**src/xtksp_pkg.sv**
```systemverilog
// shared types and constants of the xt keyboard and system port block
// no dependencies; used by xtksp_core and the top level

package xtksp_pkg;

    localparam int RING_DEPTH_DEF = 16;

    localparam logic [1:0] CMD_KEY   = 2'd0;
    localparam logic [1:0] CMD_TICK  = 2'd1;
    localparam logic [1:0] CMD_WRITE = 2'd2;
    localparam logic [1:0] CMD_READ  = 2'd3;

    localparam logic [2:0] PORT_DATA  = 3'd0;
    localparam logic [2:0] PORT_PB    = 3'd1;
    localparam logic [2:0] PORT_SYS   = 3'd2;
    localparam logic [2:0] PORT_SPARE = 3'd3;
    localparam logic [2:0] PORT_STAT1 = 3'd4;
    localparam logic [2:0] PORT_STAT2 = 3'd5;

    localparam int PB_GATE_BIT   = 0;
    localparam int PB_SPK_BIT    = 1;
    localparam int PB_NIB_BIT    = 2;
    localparam int PB_RESET_BIT  = 6;
    localparam int PB_CLEAR_BIT  = 7;

    localparam logic [7:0] SCAN_SELFTEST = 8'hAA;
    localparam logic [7:0] STAT_SET      = 8'h0D;
    localparam logic [7:0] STAT_MASK     = 8'h7F;
    localparam logic [7:0] READ_IDLE     = 8'hFF;

    typedef struct packed {
        logic [1:0] command;
        logic [2:0] port_offset;
        logic [7:0] data_byte;
        logic       speaker_level;
        logic       nmi_pending;
    } req_item_t;

    typedef struct packed {
        logic [7:0] read_data;
        logic       irq_raise;
        logic       speaker_gate;
        logic       speaker_on;
        logic       bad_port;
    } rsp_item_t;

endpackage

```
**src/xtksp_if.sv**
```systemverilog
// valid/ready channel interfaces for request and result transactions
// no dependencies

interface xtksp_req_if;
    logic       valid;
    logic       ready;
    logic [1:0] command;
    logic [2:0] port_offset;
    logic [7:0] data_byte;
    logic       speaker_level;
    logic       nmi_pending;

    modport source (output valid, command, port_offset, data_byte, speaker_level,
                    nmi_pending, input ready);
    modport sink (input valid, command, port_offset, data_byte, speaker_level,
                  nmi_pending, output ready);
endinterface

interface xtksp_rsp_if;
    logic       valid;
    logic       ready;
    logic [7:0] read_data;
    logic       irq_raise;
    logic       speaker_gate;
    logic       speaker_on;
    logic       bad_port;

    modport source (output valid, read_data, irq_raise, speaker_gate, speaker_on,
                    bad_port, input ready);
    modport sink (input valid, read_data, irq_raise, speaker_gate, speaker_on,
                  bad_port, output ready);
endinterface

```
**src/xtksp_ram.sv**
```systemverilog
// generic single write port ram with registered read
// no dependencies

module xtksp_ram #(
    parameter int WIDTH = 8,
    parameter int DEPTH = 16
) (
    input  logic                     clk,
    input  logic                     we,
    input  logic [$clog2(DEPTH)-1:0] waddr,
    input  logic [WIDTH-1:0]         wdata,
    input  logic [$clog2(DEPTH)-1:0] raddr,
    output logic [WIDTH-1:0]         rdata
);

    logic [WIDTH-1:0] mem [DEPTH];
    logic [WIDTH-1:0] rdata_reg;

    always_ff @(posedge clk)
    begin
        if (we)
        begin
            mem[waddr] <= wdata;
        end
        rdata_reg <= mem[raddr];
    end

    assign rdata = rdata_reg;

endmodule

```
**src/xtksp_core.sv**
```systemverilog
// port decode, scan-code ring control and keyboard state registers
// depends on xtksp_pkg; drives the ring ram in the top level

module xtksp_core
    import xtksp_pkg::*;
#(
    parameter int RING_DEPTH = RING_DEPTH_DEF
) (
    input  logic                          clk,
    input  logic                          rst_n,
    input  logic                          en,
    input  req_item_t                     item,
    input  logic [7:0]                    ring_rdata,
    output logic                          ring_we,
    output logic [$clog2(RING_DEPTH)-1:0] ring_waddr,
    output logic [7:0]                    ring_wdata,
    output logic [$clog2(RING_DEPTH)-1:0] ring_raddr,
    output rsp_item_t                     result
);

    localparam int PTR_W = $clog2(RING_DEPTH);
    localparam logic [PTR_W-1:0] PTR_LAST = PTR_W'(RING_DEPTH - 1);

    logic [PTR_W-1:0] head_reg, head_next;
    logic [PTR_W-1:0] tail_reg, tail_next;
    logic [7:0]       pend_reg, pend_next;
    logic [7:0]       latch_reg, latch_next;
    logic             irqw_reg, irqw_next;
    logic [7:0]       pb_reg, pb_next;
    logic [7:0]       stat1_reg, stat1_next;
    logic [7:0]       stat2_reg, stat2_next;
    logic             byp_valid_reg;
    logic [7:0]       byp_data_reg;

    logic             push;
    logic [7:0]       push_data;
    logic             pop;
    logic [7:0]       rd;
    logic             irq;
    logic             bad;
    logic [7:0]       ring_q;
    logic [3:0]       nib;
    logic             ring_empty;

    function automatic logic [PTR_W-1:0] ptr_inc(input logic [PTR_W-1:0] p);
        ptr_inc = (p == PTR_LAST) ? '0 : p + PTR_W'(1);
    endfunction

    // head entry of the ring, with a write to the same slot forwarded
    assign ring_q     = byp_valid_reg ? byp_data_reg : ring_rdata;
    assign ring_empty = (head_reg == tail_reg);
    assign nib        = pb_reg[PB_NIB_BIT] ? stat2_reg[3:0] : stat2_reg[7:4];

    always_comb
    begin
        head_next  = head_reg;
        tail_next  = tail_reg;
        pend_next  = pend_reg;
        latch_next = latch_reg;
        irqw_next  = irqw_reg;
        pb_next    = pb_reg;
        stat1_next = stat1_reg;
        stat2_next = stat2_reg;
        push       = 1'b0;
        push_data  = item.data_byte;
        pop        = 1'b0;
        rd         = READ_IDLE;
        irq        = 1'b0;
        bad        = 1'b0;
        if (en)
        begin
            case (item.command)
                CMD_KEY:
                begin
                    push = 1'b1;
                end
                CMD_TICK:
                begin
                    if (irqw_reg)
                    begin
                        irqw_next  = 1'b0;
                        latch_next = pend_reg;
                        irq        = 1'b1;
                    end
                    if (!ring_empty && latch_next == 8'h00)
                    begin
                        pop = 1'b1;
                    end
                end
                CMD_WRITE:
                begin
                    case (item.port_offset)
                        PORT_PB:
                        begin
                            if (!pb_reg[PB_RESET_BIT] && item.data_byte[PB_RESET_BIT])
                            begin
                                push      = 1'b1;
                                push_data = SCAN_SELFTEST;
                            end
                            pb_next = item.data_byte;
                            if (item.data_byte[PB_CLEAR_BIT])
                            begin
                                latch_next = 8'h00;
                            end
                        end
                        PORT_SPARE:
                        begin
                        end
                        PORT_STAT1:
                        begin
                            stat1_next = item.data_byte;
                        end
                        PORT_STAT2:
                        begin
                            stat2_next = item.data_byte;
                        end
                        default:
                        begin
                            bad = 1'b1;
                        end
                    endcase
                end
                default:
                begin
                    case (item.port_offset)
                        PORT_DATA:
                        begin
                            if (pb_reg[PB_CLEAR_BIT])
                            begin
                                rd = (stat1_reg | STAT_SET) & STAT_MASK;
                            end
                            else
                            begin
                                rd = latch_reg;
                                if (ring_empty)
                                begin
                                    irqw_next = 1'b0;
                                end
                                else
                                begin
                                    pop = 1'b1;
                                end
                            end
                        end
                        PORT_PB:
                        begin
                            rd = pb_reg;
                        end
                        PORT_SYS:
                        begin
                            rd = {1'b0, item.nmi_pending, item.speaker_level, 1'b0, nib};
                        end
                        default:
                        begin
                            bad = 1'b1;
                        end
                    endcase
                end
            endcase
        end
        if (pop)
        begin
            pend_next = ring_q;
            head_next = ptr_inc(head_reg);
            irqw_next = 1'b1;
        end
        if (push)
        begin
            tail_next = ptr_inc(tail_reg);
        end
    end

    assign ring_we    = push;
    assign ring_waddr = tail_reg;
    assign ring_wdata = push_data;
    assign ring_raddr = head_next;

    assign result.read_data    = rd;
    assign result.irq_raise    = irq;
    assign result.speaker_gate = pb_next[PB_GATE_BIT];
    assign result.speaker_on   = pb_next[PB_SPK_BIT];
    assign result.bad_port     = bad;

    always_ff @(posedge clk or negedge rst_n)
    begin
        if (!rst_n)
        begin
            head_reg      <= '0;
            tail_reg      <= '0;
            pend_reg      <= 8'h00;
            latch_reg     <= 8'h00;
            irqw_reg      <= 1'b0;
            pb_reg        <= 8'h00;
            stat1_reg     <= 8'h00;
            stat2_reg     <= 8'h00;
            byp_valid_reg <= 1'b0;
        end
        else
        begin
            head_reg      <= head_next;
            tail_reg      <= tail_next;
            pend_reg      <= pend_next;
            latch_reg     <= latch_next;
            irqw_reg      <= irqw_next;
            pb_reg        <= pb_next;
            stat1_reg     <= stat1_next;
            stat2_reg     <= stat2_next;
            byp_valid_reg <= push && (tail_reg == head_next);
        end
    end

    always_ff @(posedge clk)
    begin
        byp_data_reg <= push_data;
    end

endmodule

```
**src/xt_keyboard_system_port.sv**
```systemverilog
// top level of the xt keyboard and system port block
// depends on xtksp_pkg, xtksp_if, xtksp_ram and xtksp_core
//
// usage:
//   req carries one transaction per item: a key code, a poll tick, a bus
//   write or a bus read of ports 0x60 to 0x65 (port_offset 0 to 5)
//   rsp returns exactly one transaction per request, in order: read data,
//   irq raise on a tick, the speaker gate and enable bits of the control
//   byte, and a flag for undecoded ports
//   a taken request is held in the input register, decoded by the core,
//   and its result is registered in the result register that drives rsp
//   throughput: one transaction per cycle while rsp does not stall, set by
//   the single pass through the decode logic and the one-read one-write ring ram
//   reset clears the ring pointers, the control and status bytes, the
//   latch, the pending key and the irq request; ring contents are not
//   cleared and need no clearing pass
//   when rsp stalls, the result register holds, one more request is held
//   in the input register, and req.ready then drops until rsp moves

module xt_keyboard_system_port
    import xtksp_pkg::*;
#(
    parameter int RING_DEPTH = RING_DEPTH_DEF
) (
    input  logic        clk,
    input  logic        rst_n,
    xtksp_req_if.sink   req,
    xtksp_rsp_if.source rsp
);

    localparam int PTR_W = $clog2(RING_DEPTH);

    logic      s1_valid_reg, s1_valid_next;
    req_item_t s1_item_reg;
    logic      out_valid_reg, out_valid_next;
    rsp_item_t out_item_reg;

    logic      advance;
    logic      take;
    logic      en;
    req_item_t req_item;
    rsp_item_t result;

    logic             ring_we;
    logic [PTR_W-1:0] ring_waddr;
    logic [7:0]       ring_wdata;
    logic [PTR_W-1:0] ring_raddr;
    logic [7:0]       ring_rdata;

    assign req_item.command       = req.command;
    assign req_item.port_offset   = req.port_offset;
    assign req_item.data_byte     = req.data_byte;
    assign req_item.speaker_level = req.speaker_level;
    assign req_item.nmi_pending   = req.nmi_pending;

    assign advance   = !out_valid_reg || rsp.ready;
    assign req.ready = !s1_valid_reg || advance;
    assign take      = req.valid && req.ready;
    assign en        = s1_valid_reg && advance;

    assign s1_valid_next  = req.ready ? req.valid : s1_valid_reg;
    assign out_valid_next = advance ? s1_valid_reg : out_valid_reg;

    always_ff @(posedge clk or negedge rst_n)
    begin
        if (!rst_n)
        begin
            s1_valid_reg  <= 1'b0;
            out_valid_reg <= 1'b0;
        end
        else
        begin
            s1_valid_reg  <= s1_valid_next;
            out_valid_reg <= out_valid_next;
        end
    end

    always_ff @(posedge clk)
    begin
        if (take)
        begin
            s1_item_reg <= req_item;
        end
        if (en)
        begin
            out_item_reg <= result;
        end
    end

    xtksp_core #(
        .RING_DEPTH (RING_DEPTH)
    ) u_core (
        .clk        (clk),
        .rst_n      (rst_n),
        .en         (en),
        .item       (s1_item_reg),
        .ring_rdata (ring_rdata),
        .ring_we    (ring_we),
        .ring_waddr (ring_waddr),
        .ring_wdata (ring_wdata),
        .ring_raddr (ring_raddr),
        .result     (result)
    );

    xtksp_ram #(
        .WIDTH (8),
        .DEPTH (RING_DEPTH)
    ) u_ring (
        .clk   (clk),
        .we    (ring_we),
        .waddr (ring_waddr),
        .wdata (ring_wdata),
        .raddr (ring_raddr),
        .rdata (ring_rdata)
    );

    assign rsp.valid        = out_valid_reg;
    assign rsp.read_data    = out_item_reg.read_data;
    assign rsp.irq_raise    = out_item_reg.irq_raise;
    assign rsp.speaker_gate = out_item_reg.speaker_gate;
    assign rsp.speaker_on   = out_item_reg.speaker_on;
    assign rsp.bad_port     = out_item_reg.bad_port;

endmodule

```
**src/flat_wrapper.sv**
```systemverilog
// flat-port wrapper written by rule: the top's interface ports become plain ports
module xt_keyboard_system_port_flat import xtksp_pkg::*;
#(
    parameter int RING_DEPTH = RING_DEPTH_DEF
)
  (clk, rst_n, req_valid, req_command, req_port_offset, req_data_byte, req_speaker_level, req_nmi_pending, req_ready, rsp_valid, rsp_read_data, rsp_irq_raise, rsp_speaker_gate, rsp_speaker_on, rsp_bad_port, rsp_ready);
  xtksp_req_if req_i ();
  xtksp_rsp_if rsp_i ();
  input  logic clk;
  input  logic rst_n;
  input wire logic [$bits(req_i.valid)-1:0] req_valid;
  input wire logic [$bits(req_i.command)-1:0] req_command;
  input wire logic [$bits(req_i.port_offset)-1:0] req_port_offset;
  input wire logic [$bits(req_i.data_byte)-1:0] req_data_byte;
  input wire logic [$bits(req_i.speaker_level)-1:0] req_speaker_level;
  input wire logic [$bits(req_i.nmi_pending)-1:0] req_nmi_pending;
  output wire logic [$bits(req_i.ready)-1:0] req_ready;
  output wire logic [$bits(rsp_i.valid)-1:0] rsp_valid;
  output wire logic [$bits(rsp_i.read_data)-1:0] rsp_read_data;
  output wire logic [$bits(rsp_i.irq_raise)-1:0] rsp_irq_raise;
  output wire logic [$bits(rsp_i.speaker_gate)-1:0] rsp_speaker_gate;
  output wire logic [$bits(rsp_i.speaker_on)-1:0] rsp_speaker_on;
  output wire logic [$bits(rsp_i.bad_port)-1:0] rsp_bad_port;
  input wire logic [$bits(rsp_i.ready)-1:0] rsp_ready;
  assign req_i.valid = req_valid;
  assign req_i.command = req_command;
  assign req_i.port_offset = req_port_offset;
  assign req_i.data_byte = req_data_byte;
  assign req_i.speaker_level = req_speaker_level;
  assign req_i.nmi_pending = req_nmi_pending;
  assign req_ready = req_i.ready;
  assign rsp_valid = rsp_i.valid;
  assign rsp_read_data = rsp_i.read_data;
  assign rsp_irq_raise = rsp_i.irq_raise;
  assign rsp_speaker_gate = rsp_i.speaker_gate;
  assign rsp_speaker_on = rsp_i.speaker_on;
  assign rsp_bad_port = rsp_i.bad_port;
  assign rsp_i.ready = rsp_ready;
  xt_keyboard_system_port #(.RING_DEPTH(RING_DEPTH)) u_core (.clk(clk), .rst_n(rst_n), .req(req_i), .rsp(rsp_i));
endmodule
```
**config.mk**
```make
export PLATFORM = sky130hd
export DESIGN_NAME = xt_keyboard_system_port_flat
export DESIGN_NICKNAME = d
export VERILOG_FILES = /design/src/xtksp_pkg.sv /design/src/xtksp_if.sv /design/src/xtksp_ram.sv /design/src/xtksp_core.sv /design/src/xt_keyboard_system_port.sv /design/src/flat_wrapper.sv
export SDC_FILE = /design/constraint.sdc
export NUM_CORES = 1
export LEC_CHECK = 0
export BUFFER_PORTS_ARGS = -buffer_cell sky130_fd_sc_hd__buf_2
export CELL_PAD_IN_SITES_DETAIL_PLACEMENT = 0
export CELL_PAD_IN_SITES_GLOBAL_PLACEMENT = 1
export CORE_ASPECT_RATIO = 1.4
export CORE_MARGIN = 3
export CORE_UTILIZATION = 52
export DETAILED_ROUTE_END_ITERATION = 12
export GPL_ROUTABILITY_DRIVEN = 0
export PLACE_DENSITY_LB_ADDON = 0.1
export REMOVE_ABC_BUFFERS = 1
export SYNTH_ARGS = -nofsm -noshare
export SYNTH_HDL_FRONTEND = slang
export SYNTH_SLANG_ARGS = --single-unit
```
**constraint.sdc**
```tcl
create_clock -name clk -period 4.72 [get_ports clk]
set_input_delay 0.472 -clock clk [delete_from_list [all_inputs] [get_ports clk]]
set_output_delay 0.472 -clock clk [all_outputs]
set_load 0.005 [all_outputs]
```
# --- After elaboration in Yosys (flattened, before gate mapping) ---
# Memory sizes are Yosys's and may differ from the RTL's. A register that Yosys moved wholly into a read port is not among the register bits.
# Index checks and enable logic that the tools add are counted.
# W data, S select, Z words.
word_totals:
  mem_bits_rw: 128
  wordCells: 111
  inputBits: 19
  regBits: 86
  n_memories: 1
  out_inout_bits: 14
memory_table:
  columns: ["name", "words", "word_bits", "rd", "rd_clocked_by_memory_dff", "wr", "line", "source"]
  rows:
  - ["u_core.u_ring.mem", 16, 8, 1, 1, 1, "xtksp_ram.sv:16", "logic [WIDTH-1:0] mem [DEPTH];"]
op_classes:
  n_addsub: 2
  n_eq_ne: 15
  n_reduce_logical: 28
  muxes: 42
ops:
  columns: ["operator", "n"]
  rows:
  - ["$mux W8", 11]
  - ["$pmux W8 S3", 1]
  - ["$mux W1", 18]
  - ["$mux W4", 4]
  - ["$pmux W8 S2", 1]
  - ["$reduce_and A3 Y1", 3]
  - ["$add A4 B1 Y4 const B", 2]
  - ["$eq A4 B4 Y1", 2]
  - ["$eq A4 B4 Y1 const B", 2]
  - ["$logic_not A8 Y1", 1]
  - ["$pmux W1 S2", 4]
  - ["$eq A3 B2 Y1 const B", 2]
  - ["$eq A3 B3 Y1 const B", 2]
  - ["$mux W2", 3]
  - ["$ne A2 B1 Y1 const B", 3]
  - ["$reduce_bool A3 Y1", 2]
  - ["$reduce_or A3 Y1", 2]
  - ["$logic_and A1 B1 Y1", 5]
  - ["$reduce_and A5 Y1", 1]
  - ["$logic_not A1 Y1", 4]
  - ["$reduce_and A4 Y1", 1]
  - ["$reduce_bool A2 Y1", 2]
  - ["$reduce_or A2 Y1", 2]
  - ["$reduce_or A4 Y1", 1]
  - ["7 further kinds", 8]

# --- Logic depth before layout (Yosys ltp) ---
logic_depth:
  ltp_word: 12
  mapped_depth: 11

# --- Hierarchy ---
# A second synthesis with hierarchy kept.
unflattened:
  hier_cells: 506
  area_unflattened_um2: 8707.1
by_module_without_submodules:
  columns: ["module", "cells_each", "instances", "seq_area_each_um2", "area_per_inst_um2"]
  rows:
  - ["xtksp_ram", 229, 1, 4003.8, 5147.4]
  - ["xtksp_core", 242, 1, 1311.3, 2645.0]
  - ["xt_keyboard_system_port", 35, 1, 860.8, 914.6]

# --- Worst setup path before layout ---
# No wires, ideal clock.
synth_timing:
  path_kind: "input port to flip-flop"
  startpoint: "input port rsp_ready"
  endpoint: "memory u_core.u_ring.mem[3][0] (enable)"
  setup_time_ns: 0.383
  path_slack_ns: 1.395
  stages: 8
  arrival_time_ns: 2.942
  n_path_buf: 0
  path_cell_list: "nand2b_1 > nand2_1 > clkinv_1 > nand3_1 > nor3b_1 > a21o_1 > nand2_1 > nor3_1"
synth_via:
  elab_chain_cells: 5
synth_lines:
  columns: ["item", "line", "source"]
  rows:
  - ["start, declared", "flat_wrapper.sv:24", "input wire logic [$bits(rsp_i.ready)-1:0] rsp_ready;"]
  - ["$logic_or A1 B1 Y1", "xt_keyboard_system_port.sv:56", "assign advance = !out_valid_reg || rsp.ready;"]
  - ["$logic_and A1 B1 Y1", "xt_keyboard_system_port.sv:59", "assign en = s1_valid_reg && advance;"]
  - ["named net u_core.en", "xt_keyboard_system_port.sv:40", "logic en;"]
  - ["$mux W1", "xtksp_core.sv:70", "if (en)"]
  - ["$mux W1", "xtksp_ram.sv:21", "if (we)"]
  - ["$mux W1 (not written as such)", "xtksp_ram.sv:23", "mem[waddr] <= wdata;"]
  - ["end, declared", "xtksp_ram.sv:16", null]
# The timed path passes the listed nets, and every way through them passes these cells.

# --- Worst setup path in the final report ---
layout_timing:
  startpoint: "register u_core.u_core.tail_reg[3] (netlist: u_core.u_core.ring_waddr[3])"
  endpoint: "register u_core.u_ring.rdata_reg[5] (netlist: u_core.u_ring.rdata[5]) (read register of u_core.u_ring.mem)"
layout_via:
  elab_chain_cells: 7
layout_lines:
  columns: ["item", "line", "source"]
  rows:
  - ["start, declared", "xtksp_core.sv:25", "logic [PTR_W-1:0] tail_reg, tail_next;"]
  - ["start signal, assigned", "xtksp_core.sv:201", "tail_reg <= tail_next;"]
  - ["$eq A4 B4 Y1 (*)", "xtksp_core.sv:51", "assign ring_empty = (head_reg == tail_reg);"]
  - ["$mux W1 or $logic_not A1 Y1 (tied branches)", "xtksp_core.sv:135, xtksp_core.sv:85", null]
  - ["$mux W1 or $logic_and A1 B1 Y1 (tied branches)", "xtksp_core.sv:128, xtksp_core.sv:85", null]
  - ["$mux W1 (on tied branches)", "xtksp_core.sv:125, xtksp_core.sv:85", null]
  - ["$pmux W1 S2 (*)", "xtksp_core.sv:72", "case (item.command)"]
  - ["$mux W1 (*)", "xtksp_core.sv:70", null]
  - ["$mux W4 (*)", "xtksp_core.sv:161", "if (pop)"]
  - ["end, declared", "xtksp_ram.sv:17", "logic [WIDTH-1:0] rdata_reg;"]
# Mark *: on every way between the ends. The rest lies on a longest branch, timed or not.
# A chain may end at the register's enable or synchronous reset.

==> results.py <==
metrics = {
    "logic_synthesis": {
        "syn_inst": 618,
        "ys.warnings.count": 0,
        "synth.avg_cell_area_um2": 14.4,
        "synth_edf_count": 155,
        "async_reset_ff_share_pct": 21.9,
        "synthFlopType": "edfxtp_1",
        "yosys.area.top_type_share_pct": 52.3,
        "synth.yosys.seq_area_share_pct": 69.4,
        "netlist_area_mm2": 0.00890,
        "ys_ff_latch": 219,
        "yosys.area.top_type": "edfxtp_1",
        "yosysUniqueCellTypes": 59,
        "synth.area.top_cells": "edfxtp_1 (52%), dfrtp_1 (13%), mux2i_1 (4.9%)",
    },
    "timing": {
        "whs_ps": 65.8,
        "finalSetupViolCount": 0,
        "hold_viol_final": 0,
        "clock-skew-final_ps": 9.10,
        "maxSlewHeadroom_pct": 15.5,
        "grt_setup_unrepaired": "false",
        "fin_crit_sh_pct": 80.0,
        "fin_ws_ps": 945,
        "slew_violations": 0,
        "tightestPinTransition_ps": 1270,
        "fin_crit_ps": 3770,
        "fmax_mhz": 265,
    },
    "clock_tree": {
        "cts_buffers": 22,
        "post_cts_resized": 0,
        "root_buffer": "clkbuf_16",
        "cts_tree": "yes",
        "cts.clk_slew.worst_paths_ps": 70,
        "insertion_delay_ps": 500,
        "clk_path_buf_depth": 3,
        "postCtsSetupBuffers": 0,
        "numClockSinks": 219,
        "ctsHtreeMaxLevel": 1,
        "hold_buffers": 0,
    },
    "grt": {
        "grt_pass1_vias": 5497,
        "track_usage_pct": 22.5,
        "antenna_found_initial": 0,
        "grt_pass1_wl_um": 31800,
        "gr-total-overflow": 0,
        "grt_max_degree": 55,
    },
    "floorplan": {
        "die_x_um": 117,
        "num_rows": 56,
        "io_pins": 33,
        "start_util_pct": 53.2,
        "die_h_um": 161,
        "core_area_mm2": 0.0167,
        "die_area_mm2": 0.0187,
    },
    "layout": {
        "fin_util_pct": 60.2,
        "final_cell_mix": "edfxtp_1 (155), nand2_1 (61), dfrtp_1 (48)",
        "largest_register_ffs": 128,
        "postLayoutCellArea_mm2": 0.0101,
        "nets": 691,
        "antenna_cells": 0,
        "drive_above_1_share_pct": 17.6,
        "final_common_cell": "edfxtp_1",
        "areaGrowthSynthToFinish_pct": 13.2,
        "n_fill_cell": 1337,
    },
    "power": {
        "internal-power_mw": 3.91,
        "ir_drop_mv": 0.395,
        "switching_share_pct": 30.7,
        "p_leak_nw": 3.73,
        "power_density_mw_per_mm2": 561,
        "p_clk_share_pct": 32.2,
        "p_comb_share_pct": 23.4,
        "p_seq_share_pct": 44.5,
        "power_switching_mw": 1.74,
    },
    "route": {
        "wire_per_inst_um": 23.4,
        "drt_iter0_markers": 429,
        "drc": 0,
        "vias_per_cell": 5.99,
        "firstDrtPassIters": 5,
        "wirelength_um": 20600,
        "ant_nets": 0,
        "dr_total_vias": 5273,
    },
    "place": {
        "portBuffers": 32,
        "dp_slack_ps": 941,
        "dpl.hpwl_um": 14200,
        "place_area_mm2": 0.00932,
    },
    "critical_path": {
        "arrival_ps": 4140,
        "cp.required_ps": 5090,
        "crit_type": "register to register",
        "critPathCaptureType": "register",
        "worstSetupStartpointType": "register",
        "worstPathMaxFanout": 54,
    },
    "flow_run": {
        "drv_cap": 0,
    },
    "status": {
        "outcome": "completed",
    },
    "min_path": {
        "min_path_type": "input pin to async pin",
    },
}
==> layout make-up <==
class                      instances  area (um2)  share of cell area [%]
inverter                          11        41.3                   0.410
clock inverter                    13         165                    1.64
tap                              203         254                    2.52
sequential                       219        6180                    61.3
clock buffer                      27         591                    5.86
multi-input combinational        360        2550                    25.4
timing repair buffer              48         293                    2.91
==> routing by layer <==
metal / vias up / track usage, % / routed length, um
met4: 0 / 6.94 / 594
met1: 2639 / 26.8 / 7960
met5: - / 0 / 0
met2: 121 / 41.7 / 11300
li1: 2474 / - / -
met3: 39 / 2.98 / 743
==> logic make-up after synthesis <==
kind of cell / share of synthesized area [%]
flip-flops: 69.4
multiplexers: 8.14
adder cells (fa/ha/maj): 1.41
XOR/XNOR: 0.787
AO/OA/AOI/OAI: 10.6
buffers and inverters: 1.95
AND/OR/NAND/NOR: 7.72
==> stage by stage <==
| stage | power, mW | instances | TNS [ps] |
|---|---|---|---|
| 3_5_place_dp | 3.88 | 841 | 0 |
| 6_report | 5.65 | 881 | 0 |
| 4_1_cts | 5.69 | 881 | 0 |
| 5_1_grt | 5.92 | 881 | 0 |
| 3_3_place_gp | 3.85 | 841 | 0 |
| 2_1_floorplan | 3.42 | 590 | -1490 |
==> worst max-delay path, stage by stage (launching register included) <==
cell      delay (ps)
dfrtp_1          540
xor2_1           220
nor4_2           670
or4_1            240
a32o_2           990
a221oi_1         370
or4_1            590
==> worst paths after layout <==
check	from	end	slack (ps)	depth (start not counted)
worst min-delay path	rst_n	u_core.u_core.stat2_reg[1]$_DFFE_PN0P_	70	2
worst min register to register	u_core.u_core.stat1_reg[5]$_DFFE_PN0P_	u_core.u_core.stat1_reg[5]$_DFFE_PN0P_	510	1
min in group clk	req_data_byte[6]	u_core.s1_item_reg[8]$_DFFE_PP_	150	1
worst max register to register	u_core.u_core.ring_waddr[3]$_DFFE_PN0P_	u_core.u_ring.rdata[5]$_DFF_P_	950	6
max in group asynchronous	rst_n	u_core.u_core.latch_reg[5]$_DFFE_PN0P_	4220	2
worst max-delay path	u_core.u_core.ring_waddr[3]$_DFFE_PN0P_	u_core.u_ring.rdata[5]$_DFF_P_	950	6
==> synthesized netlist by cell type (2+ instances only) <==
master and instances:
o211ai_1 6, clkbuf_1 15, nand2b_1 6, buf_6 2, clkinv_1 2, a21boi_0 4
nor3b_1 3, a211oi_1 5, o21ai_0 17, mux2i_1 44, nand2_1 61, buf_2 7
a21o_1 2, nand3_1 5, a221oi_1 31, mux2_2 24, a22oi_1 3, or4_1 9
a22o_1 8, inv_1 9, ha_1 10, or3_1 2, and2_1 3, o31ai_1 2
nor4_1 4, buf_1 3, nor2_1 18, or2_2 5, xor2_1 5, nor2b_1 3
dfrtp_1 48, nand3b_1 2, nor3_1 9, nand4_1 3, a21oi_1 41, dfxtp_1 16
xnor2_1 3, o41ai_1 3, edfxtp_1 155
==> power groups by stage <==
stage,sequential (mW),clock [mW],combinational (mW)
after floorplan,2.45,0,0.970
after global placement,2.54,0,1.31
after detailed placement,2.55,0,1.34
after CTS,2.51,1.84,1.34
after global routing,2.53,1.91,1.47
final,2.51,1.82,1.32
(Power assumes the default switching activity.)
